[config.mk]
export PLATFORM = sky130hd
export DESIGN_NAME = notification_attribute_response_parser
export DESIGN_NICKNAME = d
export VERILOG_FILES = /design/src/rtl/nap_pkg.sv /design/src/rtl/notification_attribute_response_parser.sv
export SDC_FILE = /design/constraint.sdc
export NUM_CORES = 1
export LEC_CHECK = 0
export BUFFER_PORTS_ARGS = -buffer_cell sky130_fd_sc_hd__buf_2
export CAP_MARGIN = 20
export CORE_MARGIN = 5
export CORE_UTILIZATION = 54
export DETAILED_ROUTE_END_ITERATION = 10
export GPL_ROUTABILITY_DRIVEN = 0
export MAX_ROUTING_LAYER = met4
export PLACE_DENSITY = 0.83
export SYNTH_ARGS = -nofsm -noshare
export SYNTH_HDL_FRONTEND = slang
export SYNTH_SLANG_ARGS = --single-unit
export TNS_END_PERCENT = 10
[constraint.sdc]
create_clock -name clk -period 3.4 [get_ports clk]
set_input_delay 0.34 -clock clk [delete_from_list [all_inputs] [get_ports clk]]
set_output_delay 0.34 -clock clk [all_outputs]
set_load 0.005 [all_outputs]
[src/rtl/nap_pkg.sv]
`timescale 1ns / 1ps
// ----------------------------------------------------------------------------
// nap_pkg: shared types and constants
// Byte codes, register indexes, status codes and parser phases for the
// notification attribute response parser.
// ----------------------------------------------------------------------------
package nap_pkg;

  localparam int BUFFER_BYTES = 1024;
  localparam int BYTE_CNT_W   = $clog2(BUFFER_BYTES + 1);

  typedef logic [BYTE_CNT_W-1:0] byte_cnt_t;

  // header is the command byte plus four uid bytes
  localparam int UID_END_COUNT = 5;

  localparam logic [3:0] WANT_TEXT = 4'he;
  localparam logic [3:0] WANT_APP  = 4'h1;

  localparam logic [15:0] APP_LIMIT = 16'd255;

  localparam logic [1:0] ATTR_APP     = 2'd0;
  localparam logic [1:0] ATTR_MESSAGE = 2'd3;

  typedef logic [1:0] cfg_idx_t;
  localparam cfg_idx_t CFG_REQUEST_UID   = 2'd0;
  localparam cfg_idx_t CFG_EXPECT_TEXT   = 2'd1;
  localparam cfg_idx_t CFG_TITLE_LIMIT   = 2'd2;
  localparam cfg_idx_t CFG_MESSAGE_LIMIT = 2'd3;

  typedef logic [1:0] status_t;
  localparam status_t ST_MORE = 2'd0;
  localparam status_t ST_DONE = 2'd1;
  localparam status_t ST_BAD  = 2'd2;

  localparam logic CMD_FEED    = 1'b0;
  localparam logic CMD_RESTART = 1'b1;

  typedef enum logic [5:0] {
    PH_CMD = 6'b000001,
    PH_UID = 6'b000010,
    PH_ID  = 6'b000100,
    PH_LLO = 6'b001000,
    PH_LHI = 6'b010000,
    PH_PAY = 6'b100000
  } phase_t;

endpackage

[src/rtl/notification_attribute_response_parser.sv]
`timescale 1ns / 1ps
// ----------------------------------------------------------------------------
// notification_attribute_response_parser
// Byte-wise checker for a notification attribute response. Validates the
// command byte, the echoed uid, each attribute record header and the buffer
// budget, and passes payload bytes out tagged with their attribute id.
// ----------------------------------------------------------------------------
// Takes one beat per clock: each accepted byte (or restart) is decoded
// against the parse state and yields exactly one result beat, visible in
// the output register on the following cycle. Input is stalled
// only while a result sits in the output register and the consumer stalls
// it; with the output side free the block sustains one byte per cycle.
// Errors are sticky until a restart beat. Configuration registers are read
// live and may be written between responses.
module notification_attribute_response_parser (
  input  logic              clk,
  input  logic              rst_n,
  input  logic              cfg_we,
  input  nap_pkg::cfg_idx_t cfg_index,
  input  logic [31:0]       cfg_wdata,
  input  logic              in_valid,
  output logic              in_stall,
  input  logic              in_command,
  input  logic [7:0]        in_data_byte,
  output logic              out_valid,
  input  logic              out_stall,
  output logic [1:0]        out_status,
  output logic              out_payload_valid,
  output logic [1:0]        out_payload_attr,
  output logic [7:0]        out_payload_byte,
  output logic              out_payload_last
);

  import nap_pkg::*;

  // configuration
  logic [31:0] request_uid_r;
  logic        expect_text_r;
  logic [15:0] title_limit_r;
  logic [15:0] message_limit_r;

  // parse state
  phase_t      phase_r,         phase_nxt;
  byte_cnt_t   bytes_used_r,    bytes_used_nxt;
  logic [31:0] uid_shift_r,     uid_shift_nxt;
  logic [3:0]  seen_mask_r,     seen_mask_nxt;
  logic [1:0]  current_attr_r,  current_attr_nxt;
  logic [15:0] remaining_len_r, remaining_len_nxt;
  logic        done_r,          done_nxt;
  logic        failed_r,        failed_nxt;
  logic [7:0]  held_id_r,       held_id_nxt;

  // result register
  logic        out_valid_r;
  status_t     status_r,  status_nxt;
  logic        pv_r,      pv_nxt;
  logic [1:0]  pa_r,      pa_nxt;
  logic [7:0]  pb_r,      pb_nxt;
  logic        pl_r,      pl_nxt;

  logic        accept;
  logic        bad;
  logic [3:0]  wanted;
  logic [3:0]  id_bit;
  logic [3:0]  fin_mask;
  logic [1:0]  fin_attr;
  logic        fin;
  logic [15:0] len_full;
  logic [15:0] limit;
  logic [15:0] len_dec;
  logic [31:0] uid_shifted;

  assign in_stall = out_valid_r & out_stall;
  assign accept   = in_valid & ~in_stall;
  assign wanted   = expect_text_r ? WANT_TEXT : WANT_APP;

  assign id_bit      = 4'b0001 << held_id_r[1:0];
  assign len_full    = {in_data_byte, remaining_len_r[7:0]};
  assign limit       = (held_id_r[1:0] == ATTR_APP)     ? APP_LIMIT :
                       (held_id_r[1:0] == ATTR_MESSAGE) ? message_limit_r : title_limit_r;
  assign len_dec     = remaining_len_r - 16'd1;
  assign uid_shifted = {in_data_byte, uid_shift_r[31:8]};

  always_comb begin
    phase_nxt         = phase_r;
    bytes_used_nxt    = bytes_used_r;
    uid_shift_nxt     = uid_shift_r;
    seen_mask_nxt     = seen_mask_r;
    current_attr_nxt  = current_attr_r;
    remaining_len_nxt = remaining_len_r;
    done_nxt          = done_r;
    failed_nxt        = failed_r;
    held_id_nxt       = held_id_r;
    status_nxt        = ST_MORE;
    pv_nxt            = 1'b0;
    pa_nxt            = 2'd0;
    pb_nxt            = 8'd0;
    pl_nxt            = 1'b0;
    bad               = 1'b0;
    fin               = 1'b0;
    fin_attr          = current_attr_r;

    if (in_command == CMD_RESTART) begin
      phase_nxt         = PH_CMD;
      bytes_used_nxt    = '0;
      uid_shift_nxt     = '0;
      seen_mask_nxt     = '0;
      current_attr_nxt  = '0;
      remaining_len_nxt = '0;
      done_nxt          = 1'b0;
      failed_nxt        = 1'b0;
      held_id_nxt       = '0;
    end else if (failed_r || done_r || bytes_used_r >= byte_cnt_t'(BUFFER_BYTES)) begin
      bad = 1'b1;
    end else begin
      bytes_used_nxt = bytes_used_r + byte_cnt_t'(1);
      unique case (phase_r)
        PH_CMD: begin
          if (in_data_byte != 8'd0) bad = 1'b1;
          else phase_nxt = PH_UID;
        end
        PH_UID: begin
          uid_shift_nxt = uid_shifted;
          // bytes_used_r still lags by one, so the last uid byte sees four
          if (bytes_used_r == byte_cnt_t'(UID_END_COUNT - 1)) begin
            if (uid_shifted != request_uid_r) bad = 1'b1;
            else phase_nxt = PH_ID;
          end
        end
        PH_ID: begin
          held_id_nxt = in_data_byte;
          phase_nxt   = PH_LLO;
        end
        PH_LLO: begin
          remaining_len_nxt = {8'd0, in_data_byte};
          phase_nxt         = PH_LHI;
        end
        PH_LHI: begin
          remaining_len_nxt = len_full;
          if (held_id_r[7:2] != 6'd0 || (wanted & id_bit) == 4'd0 ||
              (seen_mask_r & id_bit) != 4'd0) begin
            bad = 1'b1;
          end else begin
            current_attr_nxt = held_id_r[1:0];
            fin_attr         = held_id_r[1:0];
            if (len_full > limit) bad = 1'b1;
            else if (len_full == 16'd0) fin = 1'b1;
            else phase_nxt = PH_PAY;
          end
        end
        PH_PAY: begin
          pv_nxt            = 1'b1;
          pa_nxt            = current_attr_r;
          pb_nxt            = in_data_byte;
          remaining_len_nxt = len_dec;
          if (len_dec == 16'd0) begin
            pl_nxt = 1'b1;
            fin    = 1'b1;
          end
        end
        default: bad = 1'b1;
      endcase
    end

    // attribute finished: mark it and check for completion
    fin_mask = seen_mask_r | (4'b0001 << fin_attr);
    if (fin && !bad) begin
      seen_mask_nxt = fin_mask;
      if (fin_mask == wanted) begin
        done_nxt   = 1'b1;
        status_nxt = ST_DONE;
      end else begin
        phase_nxt = PH_ID;
      end
    end

    if (bad) begin
      failed_nxt = 1'b1;
      status_nxt = ST_BAD;
      pv_nxt     = 1'b0;
      pa_nxt     = 2'd0;
      pb_nxt     = 8'd0;
      pl_nxt     = 1'b0;
    end
  end

  always_ff @(posedge clk) begin
    if (!rst_n) begin
      request_uid_r   <= '0;
      expect_text_r   <= 1'b0;
      title_limit_r   <= 16'd64;
      message_limit_r <= 16'd256;
    end else if (cfg_we) begin
      unique case (cfg_index)
        CFG_REQUEST_UID:   request_uid_r   <= cfg_wdata;
        CFG_EXPECT_TEXT:   expect_text_r   <= cfg_wdata[0];
        CFG_TITLE_LIMIT:   title_limit_r   <= cfg_wdata[15:0];
        CFG_MESSAGE_LIMIT: message_limit_r <= cfg_wdata[15:0];
        default: ;
      endcase
    end
  end

  always_ff @(posedge clk) begin
    if (!rst_n) begin
      phase_r         <= PH_CMD;
      bytes_used_r    <= '0;
      uid_shift_r     <= '0;
      seen_mask_r     <= '0;
      current_attr_r  <= '0;
      remaining_len_r <= '0;
      done_r          <= 1'b0;
      failed_r        <= 1'b0;
      held_id_r       <= '0;
    end else if (accept) begin
      phase_r         <= phase_nxt;
      bytes_used_r    <= bytes_used_nxt;
      uid_shift_r     <= uid_shift_nxt;
      seen_mask_r     <= seen_mask_nxt;
      current_attr_r  <= current_attr_nxt;
      remaining_len_r <= remaining_len_nxt;
      done_r          <= done_nxt;
      failed_r        <= failed_nxt;
      held_id_r       <= held_id_nxt;
    end
  end

  always_ff @(posedge clk) begin
    if (!rst_n) begin
      out_valid_r <= 1'b0;
    end else if (accept) begin
      out_valid_r <= 1'b1;
    end else if (!out_stall) begin
      out_valid_r <= 1'b0;
    end
  end

  // result beat payload, loaded only when a new beat is taken
  always_ff @(posedge clk) begin
    if (accept) begin
      status_r <= status_nxt;
      pv_r     <= pv_nxt;
      pa_r     <= pa_nxt;
      pb_r     <= pb_nxt;
      pl_r     <= pl_nxt;
    end
  end

  assign out_valid         = out_valid_r;
  assign out_status        = status_r;
  assign out_payload_valid = pv_r;
  assign out_payload_attr  = pa_r;
  assign out_payload_byte  = pb_r;
  assign out_payload_last  = pl_r;

endmodule

**Yosys cells after proc, flatten, opt, wreduce, memory -nomap -nowiden**

Cells that the tools add are included.

- Add/subtract/negate cells: 2
- Magnitude comparators: 2
- Equal/unequal tests: 16
- Shifts and indexed selects: 2
- Muxes and demuxes: 56
- Bitwise operators: 8
- Reductions and logical operators: 35

Operator list:

| cell | number |
|---|---|
| $mux W32 | 3 |
| $mux W16 | 4 |
| $mux W6 | 10 |
| $pmux W16 S3 | 1 |
| $logic_not A16 Y1 | 2 |
| $ne A32 B32 Y1 | 1 |
| $pmux W6 S5 | 1 |
| $mux W8 | 3 |
| $mux W1 | 22 |
| $mux W11 | 2 |
| $gt A16 B16 Y1 | 1 |
| $sub A16 B1 Y16 const B | 1 |
| $reduce_and A2 Y1 | 7 |
| $mux W4 | 3 |
| $add A11 B1 Y11 const B | 1 |
| $eq A11 B3 Y1 const B | 1 |
| $ge A11 B11 Y1 const B | 1 |
| $mux W2 | 5 |
| $reduce_and A3 Y1 | 3 |
| $and A4 B4 Y4 | 2 |
| $reduce_bool A2 Y1 | 4 |
| $reduce_bool A4 Y1 | 2 |
| $reduce_bool A8 Y1 | 1 |
| $shl A1 B2 Y4 const A | 2 |
| other kinds (27) | 38 |

- Flip-flop bits (word level): 161
- Output and inout bits: 16
- Logic and storage cells: 142

**Logic depth before layout (Yosys ltp)**

Gate-level depths: netlist of the first run.

- Word-level depth: 14
- Mapped depth: 13
- Depth with buffers taken out: 12

**Worst setup path after synthesis of the first run**

Ideal clock, no wire load.

- Path type: register -> register
- Start: register held_id_r[1]
- End: register seen_mask_r[3]
- Setup time: 70 ps
- Arrival time: 3349 ps
- Required time: 3330 ps
- Slack: -19 ps
- Cell stages (with the launch flop): 13
- Buffers on the path: 1
- Period minus slack after synthesis: 3419 ps
- Cell sequence: dfxtp_1 -> clkbuf_1 -> xnor2_1 -> o22ai_1 -> ha_1 -> a41o_1 -> a21oi_1 -> nor3_1 -> o31ai_1 -> o211ai_2 -> or2_1 -> or4_1 -> a21boi_1

- Cells in the longest elaborated chain, start to end: 13

RTL lines:

| element | line | RTL |
|---|---|---|
| start, declared | notification_attribute_response_parser.sv:51 | `logic [7:0] held_id_r, held_id_nxt;` |
| start signal, assigned | notification_attribute_response_parser.sv:224 | `held_id_r <= held_id_nxt;` |
| $eq A2 B2 Y1 / $shl A1 B2 Y4 (equally long branches) | notification_attribute_response_parser.sv:80, notification_attribute_response_parser.sv:77 |  |
| $mux W16 / $and A4 B4 Y4 (equally long branches) | notification_attribute_response_parser.sv:80, notification_attribute_response_parser.sv:140 |  |
| $mux W16 / $logic_not A4 Y1 (equally long branches) | notification_attribute_response_parser.sv:79, notification_attribute_response_parser.sv:140 |  |
| $gt A16 B16 Y1 / $logic_or A1 B1 Y1 (equally long branches) | notification_attribute_response_parser.sv:146, notification_attribute_response_parser.sv:140 |  |
| $mux W1 / $logic_or A1 B1 Y1 (equally long branches) | notification_attribute_response_parser.sv:146, notification_attribute_response_parser.sv:140 |  |
| $mux W1 | notification_attribute_response_parser.sv:140 | `if (held_id_r[7:2] != 6'd0 \|\| (wanted & id_bit) == 4'd0 \|\|` |
| $pmux W1 S4 | notification_attribute_response_parser.sv:117 | `unique case (phase_r)` |
| $mux W1 | notification_attribute_response_parser.sv:113 | `end else if (failed_r \|\| done_r \|\| bytes_used_r >= byte_cnt_t'(BUFFER_BYTES)) begin` |
| $mux W1 | notification_attribute_response_parser.sv:103 | `if (in_command == CMD_RESTART) begin` |
| $logic_not A1 Y1 | notification_attribute_response_parser.sv:167 | `if (fin && !bad) begin` |
| $logic_and A1 B1 Y1 | notification_attribute_response_parser.sv:167 |  |
| $reduce_bool A2 Y1 (no source line) | - |  |
| $reduce_and A2 Y1 (no source line) | - |  |
| end signal, assigned | notification_attribute_response_parser.sv:219 | `seen_mask_r <= seen_mask_nxt;` |
| end, declared | notification_attribute_response_parser.sv:46 | `logic [3:0] seen_mask_r, seen_mask_nxt;` |

Parallel ways exist; a longest one is shown, timed or not.
A chain may end at the register's enable or synchronous reset.

**Worst setup path in the final report of the first run**

- Start: register remaining_len_r[0]
- End: register seen_mask_r[2]

- Cells in the longest elaborated chain, start to end: 10

RTL lines:

| element | line | RTL |
|---|---|---|
| start, declared | notification_attribute_response_parser.sv:48 | `logic [15:0] remaining_len_r, remaining_len_nxt;` |
| start signal, assigned | notification_attribute_response_parser.sv:221 | `remaining_len_r <= remaining_len_nxt;` |
| parallel branches: the longest is 7 deep, another holds $sub A16 B1 Y16 | - |  |
| $logic_and A1 B1 Y1 * | notification_attribute_response_parser.sv:167 |  |
| $reduce_bool A2 Y1 (no source line) | - |  |
| $reduce_and A2 Y1 (no source line) | - |  |

Mark *: on every way between the ends.

==> flow_summary.ini, run 1 <==
[cells_and_area]
fin_nets = 1013
final_util = 0.6346
drive_gt1_frac = 0.1336
antenna_cells = 0
syn2layout_area_growth_pct = 15.01
stdcell_count = 1138

[drt]
drc = 0
wire_per_inst_microns = 17.50
num_vias = 6780
drt_pre_antenna_iters = 5
drtAntennaViolNets = 0
wl_mm = 19.92
vias_per_cell = 5.958
dr.first_iter.drc_count = 680

[placed_design]
hpwlAfterDp_mm = 13.23
placedCellCount = 1106
io_buffers = 63

[clock_tree]
clock_latency_ns = 0.43
cts_hold_buf = 0
ctsLongestPathBuffers = 2
cts-root-buf = clkbuf_16
numCtsBuffers = 17
cts_tree = yes
clkTransAtPathRegs_ns = 0.06
postCtsSetupBuffers = 0
clock_sinks = 153
htree_levels = 4

[sta]
slew_viol_final = 0
max_slew.worst_pin.slew_ns = 0.9232
period_share = 0.9936
fin_skew_ns = 0.01090
setup_viol = 0
period_needed_ns = 3.378
rsz0062_at_grt = no
hold_viol = 0
maxSlewHeadroom = 0.3686
fmax_mhz = 296.0

[synthesis]
synth-edff-count = 14
yosysWarnings = 0
syn_nets = 962
yosysMostFrequentCell = nand2_1
synthTopCellsByArea = dfxtp_1 (36%), nand2_1 (7.6%), a21boi_0 (6.3%)
synth-async-reset-ratio = 0
yosysUniqueCellTypes = 66
synth_top_area_frac = 0.3633
syn_inst = 894
yosysTopAreaCell = dfxtp_1
synth_common_cells = nand2_1 (155), dfxtp_1 (139), a21boi_0 (64)
synth_flop_cell = dfxtp_1
synth_area_sq_mm = 0.007659
synth-seq-area-share = 0.4182
avgSynthCellArea_sq_um = 8.567
synth_seq_cells = 153

[floorplanning]
pin_count = 64
die_y_microns = 129.1
initial_core_util = 0.5517
die_w_microns = 129.1
die_area_sq_mm = 0.01666
placementRows = 43
core_sq_mm = 0.01388

[global_route]
grt_start_max_net_pins = 97
grt_pass1_wl_mm = 31.89
grt_util_all_layers = 0.2487
antenna_found_initial = 0
grt_pass1_vias = 6327
grt_overflow = 0

[min_path]
min_path_cells = 3
min-delay-start = cfg_wdata[31]
hold_class = in -> reg
min_to = request_uid_r[31]$_SDFFE_PN0P_

[power]
p_leak_uw = 0.003392
power_density_mw_per_mm2 = 473.5
ir_drop_mv = 0.3865

[worst_setup_path]
critPathLaunchType = register
rrSetupSlack_ns = 0.02
r2r_end = seen_mask_r[2]$_SDFFE_PN0P_
r2r_cells = 10
path_class = reg -> reg
rr_startpoint = remaining_len_r[0]$_SDFFE_PN0P_
cp_max_fo = 7
required_ns = 3.75
worstSetupEndpointType = register
arrival_ns = 3.73

[run_status]
status = finished, final reports clean

[run]
cap_viol_max_count = 0
-- sequential cells by signal, summed over array words and instances, names as in the netlist, 2 cells and up --
register,cells
bytes_used_r,11
current_attr_r,2
held_id_r,8
message_limit_r,16
out_payload_attr,2
out_payload_byte,8
out_status,2
phase_r,6
remaining_len_r,16
request_uid_r,32
seen_mask_r,4
title_limit_r,16
uid_shift_r,24
-- placed cells by master, fill, tap and decap left out, drive strengths merged, types with 14 or more instances in the layout --
master  count
nor4       22
clkbuf     20
and2       24
buf        80
nor2       43
dfxtp     139
a21oi      33
xor2       41
o21ai      17
xnor2      15
nand3      17
nor3       21
inv        23
a22oi      51
nand2     155
a21boi     68
ha         20
edfxtp     14
nor2b      45
o22ai      15
-- what timing repair did --
action,4_1_cts,5_1_grt
endpoints found under the hold margin,0,0
endpoints found under the setup margin,13,19
gates resized for setup,2,5
-- per-layer routing --
layer | up-vias | wire, microns | global-route usage
met5 | - | 0 | -
met4 | 0 | 601 | 0.09944
met3 | 51 | 1399 | 0.05276
met2 | 295 | 9514 | 0.3909
met1 | 3159 | 8400 | 0.3137
li1 | 3275 | - | -
-- cell families (layout without fill, tap and decap cells) --
kind of cell,after synthesis,after routing,synth area share
fa+ha+maj,20,20,0.03267
buf+inv,67,131,0.03284
mux,7,7,0.01095
xor+xnor,56,56,0.06404
simple gates,372,372,0.2397
flops,153,153,0.4182
compound gates,219,219,0.2016
-- final cells by class --
class	instances	area, sq um
tap	180	225.2
fill	1165	5072
inverter	19	71.32
clock inverter	12	133.9
multi-input combinational	674	4247
clock buffer	20	466.7
sequential	153	3206
timing repair buffer	80	459.2
-- worst max-delay path, cell delays in order, from the launching register on --
cell and delay [ns]:
dfxtp_1 0.43, inv_1 0.14, ha_1 0.33, xor2_1 0.20, nor4_1 0.19, nand4_1 0.12
a2111oi_0 0.80, a21oi_1 0.12, or2_1 0.31, or4b_1 0.51, a21boi_1 0.15
-- worst max path at each step --
| stage | startpoint | to | slack, ns | cells past startpoint |
|---|---|---|---|---|
| final | remaining_len_r[0]$_SDFFE_PN0P_ | seen_mask_r[2]$_SDFFE_PN0P_ | 0.02 | 10 |
| after detailed placement | held_id_r[0]$_SDFFE_PN0P_ | out_payload_attr[1]$_SDFFCE_PP0P_ | -0.25 | 11 |
| after global routing | remaining_len_r[0]$_SDFFE_PN0P_ | seen_mask_r[2]$_SDFFE_PN0P_ | 0.01 | 10 |
| after floorplan | held_id_r[0]$_SDFFE_PN0P_ | seen_mask_r[3]$_SDFFE_PN0P_ | 0.09 | 12 |
| after CTS | held_id_r[0]$_SDFFE_PN0P_ | seen_mask_r[2]$_SDFFE_PN0P_ | 0.02 | 11 |
| after global placement | held_id_r[0]$_SDFFE_PN0P_ | out_payload_byte[5]$_SDFFCE_PP0P_ | -0.09 | 11 |
-- where the power goes --
part	internal [uW]	switching (uW)
Sequential	1860	31.6
Clock	1150	774
Combinational	140	219
Total	3150	1020
-- stage by stage --
stage | power [uW] | cell area [sq um] | setup TNS [ns] | setup slack, ns | hold slack (ns)
floorplan | 2144 | 7665 | 0 | 0.08898 | 0.4400
global placement | 2272 | 8162 | -0.9990 | -0.09423 | 0.4512
detailed placement | 2279 | 8173 | -2.703 | -0.2478 | 0.4570
CTS | 4178 | 8786 | 0 | 0.01554 | 0.1454
global route | 4307 | 8808 | 0 | 0.01004 | 0.1601
finish | 4171 | 8808 | 0 | 0.02164 | 0.1558
Note: power is estimated with default switching activity, not from simulation.
==> inputs of run 2 (changes only) <==
--- a/config.mk
+++ b/config.mk
@@ -7,6 +7,7 @@
 export LEC_CHECK = 0
 export BUFFER_PORTS_ARGS = -buffer_cell sky130_fd_sc_hd__buf_2
 export CAP_MARGIN = 20
+export CORE_ASPECT_RATIO = 1.5
 export CORE_MARGIN = 5
 export CORE_UTILIZATION = 54
 export DETAILED_ROUTE_END_ITERATION = 10
==> run 2 against run 1 <==
  * Combinational power about the same
  * Die area increased by 0.29%
  * Sequential share of layout area decreased by 0.067 points
  * Critical path depth decreased by 1
  * Sequential cell count unchanged
  * Wire length increased by 0.18%
  * First-iteration DRC count decreased by 34%
  * Total power decreased by 0.38%
  * Clock power about the same
  * Worst setup slack improved by 0.072 ns
  * Largest power group unchanged
==> flow_summary.ini, run 2 (synthesized netlist as in run 1, its figures left out) <==
[run_status]
status = finished, final reports clean

[drt]
num_vias = 6867
drtAntennaViolNets = 0
wire_per_inst_microns = 17.33
wl_met3_mm = 1.369
wl_mm = 19.95
drc = 0
wl_met2_mm = 9.890
routedLengthMet1_mm = 7.622
vias_per_cell = 5.966
drt_pre_antenna_iters = 6
highest_layer = met4
dr.first_iter.drc_count = 450

[floorplanning]
core_sq_mm = 0.01399
die_y_microns = 155.9
placementRows = 53
pin_count = 64
die_area_sq_mm = 0.01671
initial_core_util = 0.5473
die_w_microns = 107.2

[min_path]
hold_class = in -> reg

[placed_design]
placedCellCount = 1118
io_buffers = 63
hpwlAfterDp_mm = 13.86

[cells_and_area]
final_util = 0.6307
antenna_cells = 0
largest_register_ffs = 32
stdcell_count = 1151
fillers = 1170
regMostFlops = request_uid_r
fin_nets = 1014
drive_gt1_frac = 0.1356
layout.cells.most_common_list = nand2_1 (155), dfxtp_1 (137), a21boi_0 (64), buf_2 (63), a22oi_1 (51)
reg.largest.list = request_uid_r (32), uid_shift_r (24)
layout_commonest_cell = nand2_1
syn2layout_area_growth_pct = 15.23

[power]
seqPwrFrac = 0.455
switchingPower_uw = 1074
sw_frac_of_total = 0.2585
intPower_uw = 3081
power.share.clock = 0.459
combPwrFrac = 0.086
p_leak_uw = 0.003387
power_density_mw_per_mm2 = 470.8
ir_drop_mv = 0.3060

[worst_setup_path]
cp_max_fo = 10
crit_chain = buf_4 > or3_1 > a2111o_1 > a221o_1 > a41oi_2 > o211ai_2 > or2_1 > or4b_1 > a21boi_1
worstSetupEndpointType = register
cp_top_family = compound AO/OA/AOI/OAI gates
slowest_stage = a2111o_1
worst-path-buf-inv = 1
critPathLaunchType = register
slowest_delay_ns = 0.54
required_ns = 3.74
path_class = reg -> reg
arrival_ns = 3.65

[sta]
maxSlewHeadroom = 0.3282
fmax_mhz = 302.4
period_needed_ns = 3.306
rsz0062_at_grt = no
slew_viol_final = 0
hold_viol = 0
fin_skew_ns = 0.01106
max_slew.worst_pin.slew_ns = 1.001
setup_viol = 0
period_share = 0.9725

[clock_tree]
clock_latency_ns = 0.42
clkTransAtPathRegs_ns = 0.07
htree_levels = 4
numCtsBuffers = 17
cts-root-buf = clkbuf_16
ctsLongestPathBuffers = 2
cts_tree = yes
clock_sinks = 153
postCtsSetupBuffers = 0

[global_route]
grt_start_max_net_pins = 82
grt_pass1_wl_mm = 33.00
grt_util_all_layers = 0.2530
grt_pass1_vias = 6692
grt_overflow = 0
antenna_found_initial = 0

[run]
cap_viol_max_count = 0
[run 2: what timing repair did]
| action | CTS | global route |
|---|---|---|
| gates resized for setup | 5 | 4 |
| hold buffers | 0 | 0 |
| pin swaps | 1 | 0 |
| setup endpoints to repair | 16 | 15 |
[run 2: power groups by stage]
stage                     Clock, uW  Sequential, uW  Combinational, uW
after floorplan                   0            1920                223
after global placement            0            1930                339
after detailed placement          0            1930                346
after CTS                      1930            1890                351
after global routing           2020            1890                392
final                          1910            1890                356
[run 2: final timing paths]
kind,slack [ns],depth (start not counted),end,start
worst max-delay path,0.09,9,seen_mask_r[2]$_SDFFE_PN0P_,held_id_r[0]$_SDFFE_PN0P_
worst max register to register,0.09,9,seen_mask_r[2]$_SDFFE_PN0P_,held_id_r[0]$_SDFFE_PN0P_
worst min-delay path,0.16,3,request_uid_r[26]$_SDFFE_PN0P_,cfg_wdata[26]
worst min register to register,0.47,2,title_limit_r[10]$_SDFFE_PN0P_,title_limit_r[10]$_SDFFE_PN0P_
[run 2: tightest hold or removal path: stages]
cell      delay, ns
buf_2          0.09
nand2_1        0.04
a21boi_0       0.06
[run 2: metrics by stage]
step | instance area [sq um] | hold slack [ns] | TNS, ns | worst slack, ns | total power, uW
after CTS | 8801 | 0.1511 | 0 | 0.04765 | 4173
after global routing | 8825 | 0.1593 | 0 | 0.01669 | 4301
after detailed placement | 8172 | 0.4583 | -2.133 | -0.2227 | 2275
after floorplan | 7665 | 0.4400 | 0 | 0.08898 | 2144
after global placement | 8172 | 0.4520 | -1.331 | -0.1065 | 2268
final | 8825 | 0.1577 | 0 | 0.09364 | 4155
[run 2: layer usage]
layer | vias up | GRT usage
met5 | - | -
met4 | 0 | 0.1341
met3 | 87 | 0.04265
met2 | 308 | 0.4214
met1 | 3204 | 0.2893
li1 | 3268 | -
[run 2: final cells by class]
| class | count | area [sq um] | area share |
|---|---|---|---|
| Multi-Input combinational cell | 674 | 4257 | 0.4823 |
| Sequential cell | 153 | 3206 | 0.3632 |
| Clock buffer | 19 | 452.9 | 0.05133 |
| Timing Repair Buffer | 81 | 450.4 | 0.05104 |
| Tap cell | 192 | 240.2 | 0.02722 |
| Clock inverter | 13 | 147.6 | 0.01673 |
| Inverter | 19 | 71.32 | 0.008082 |
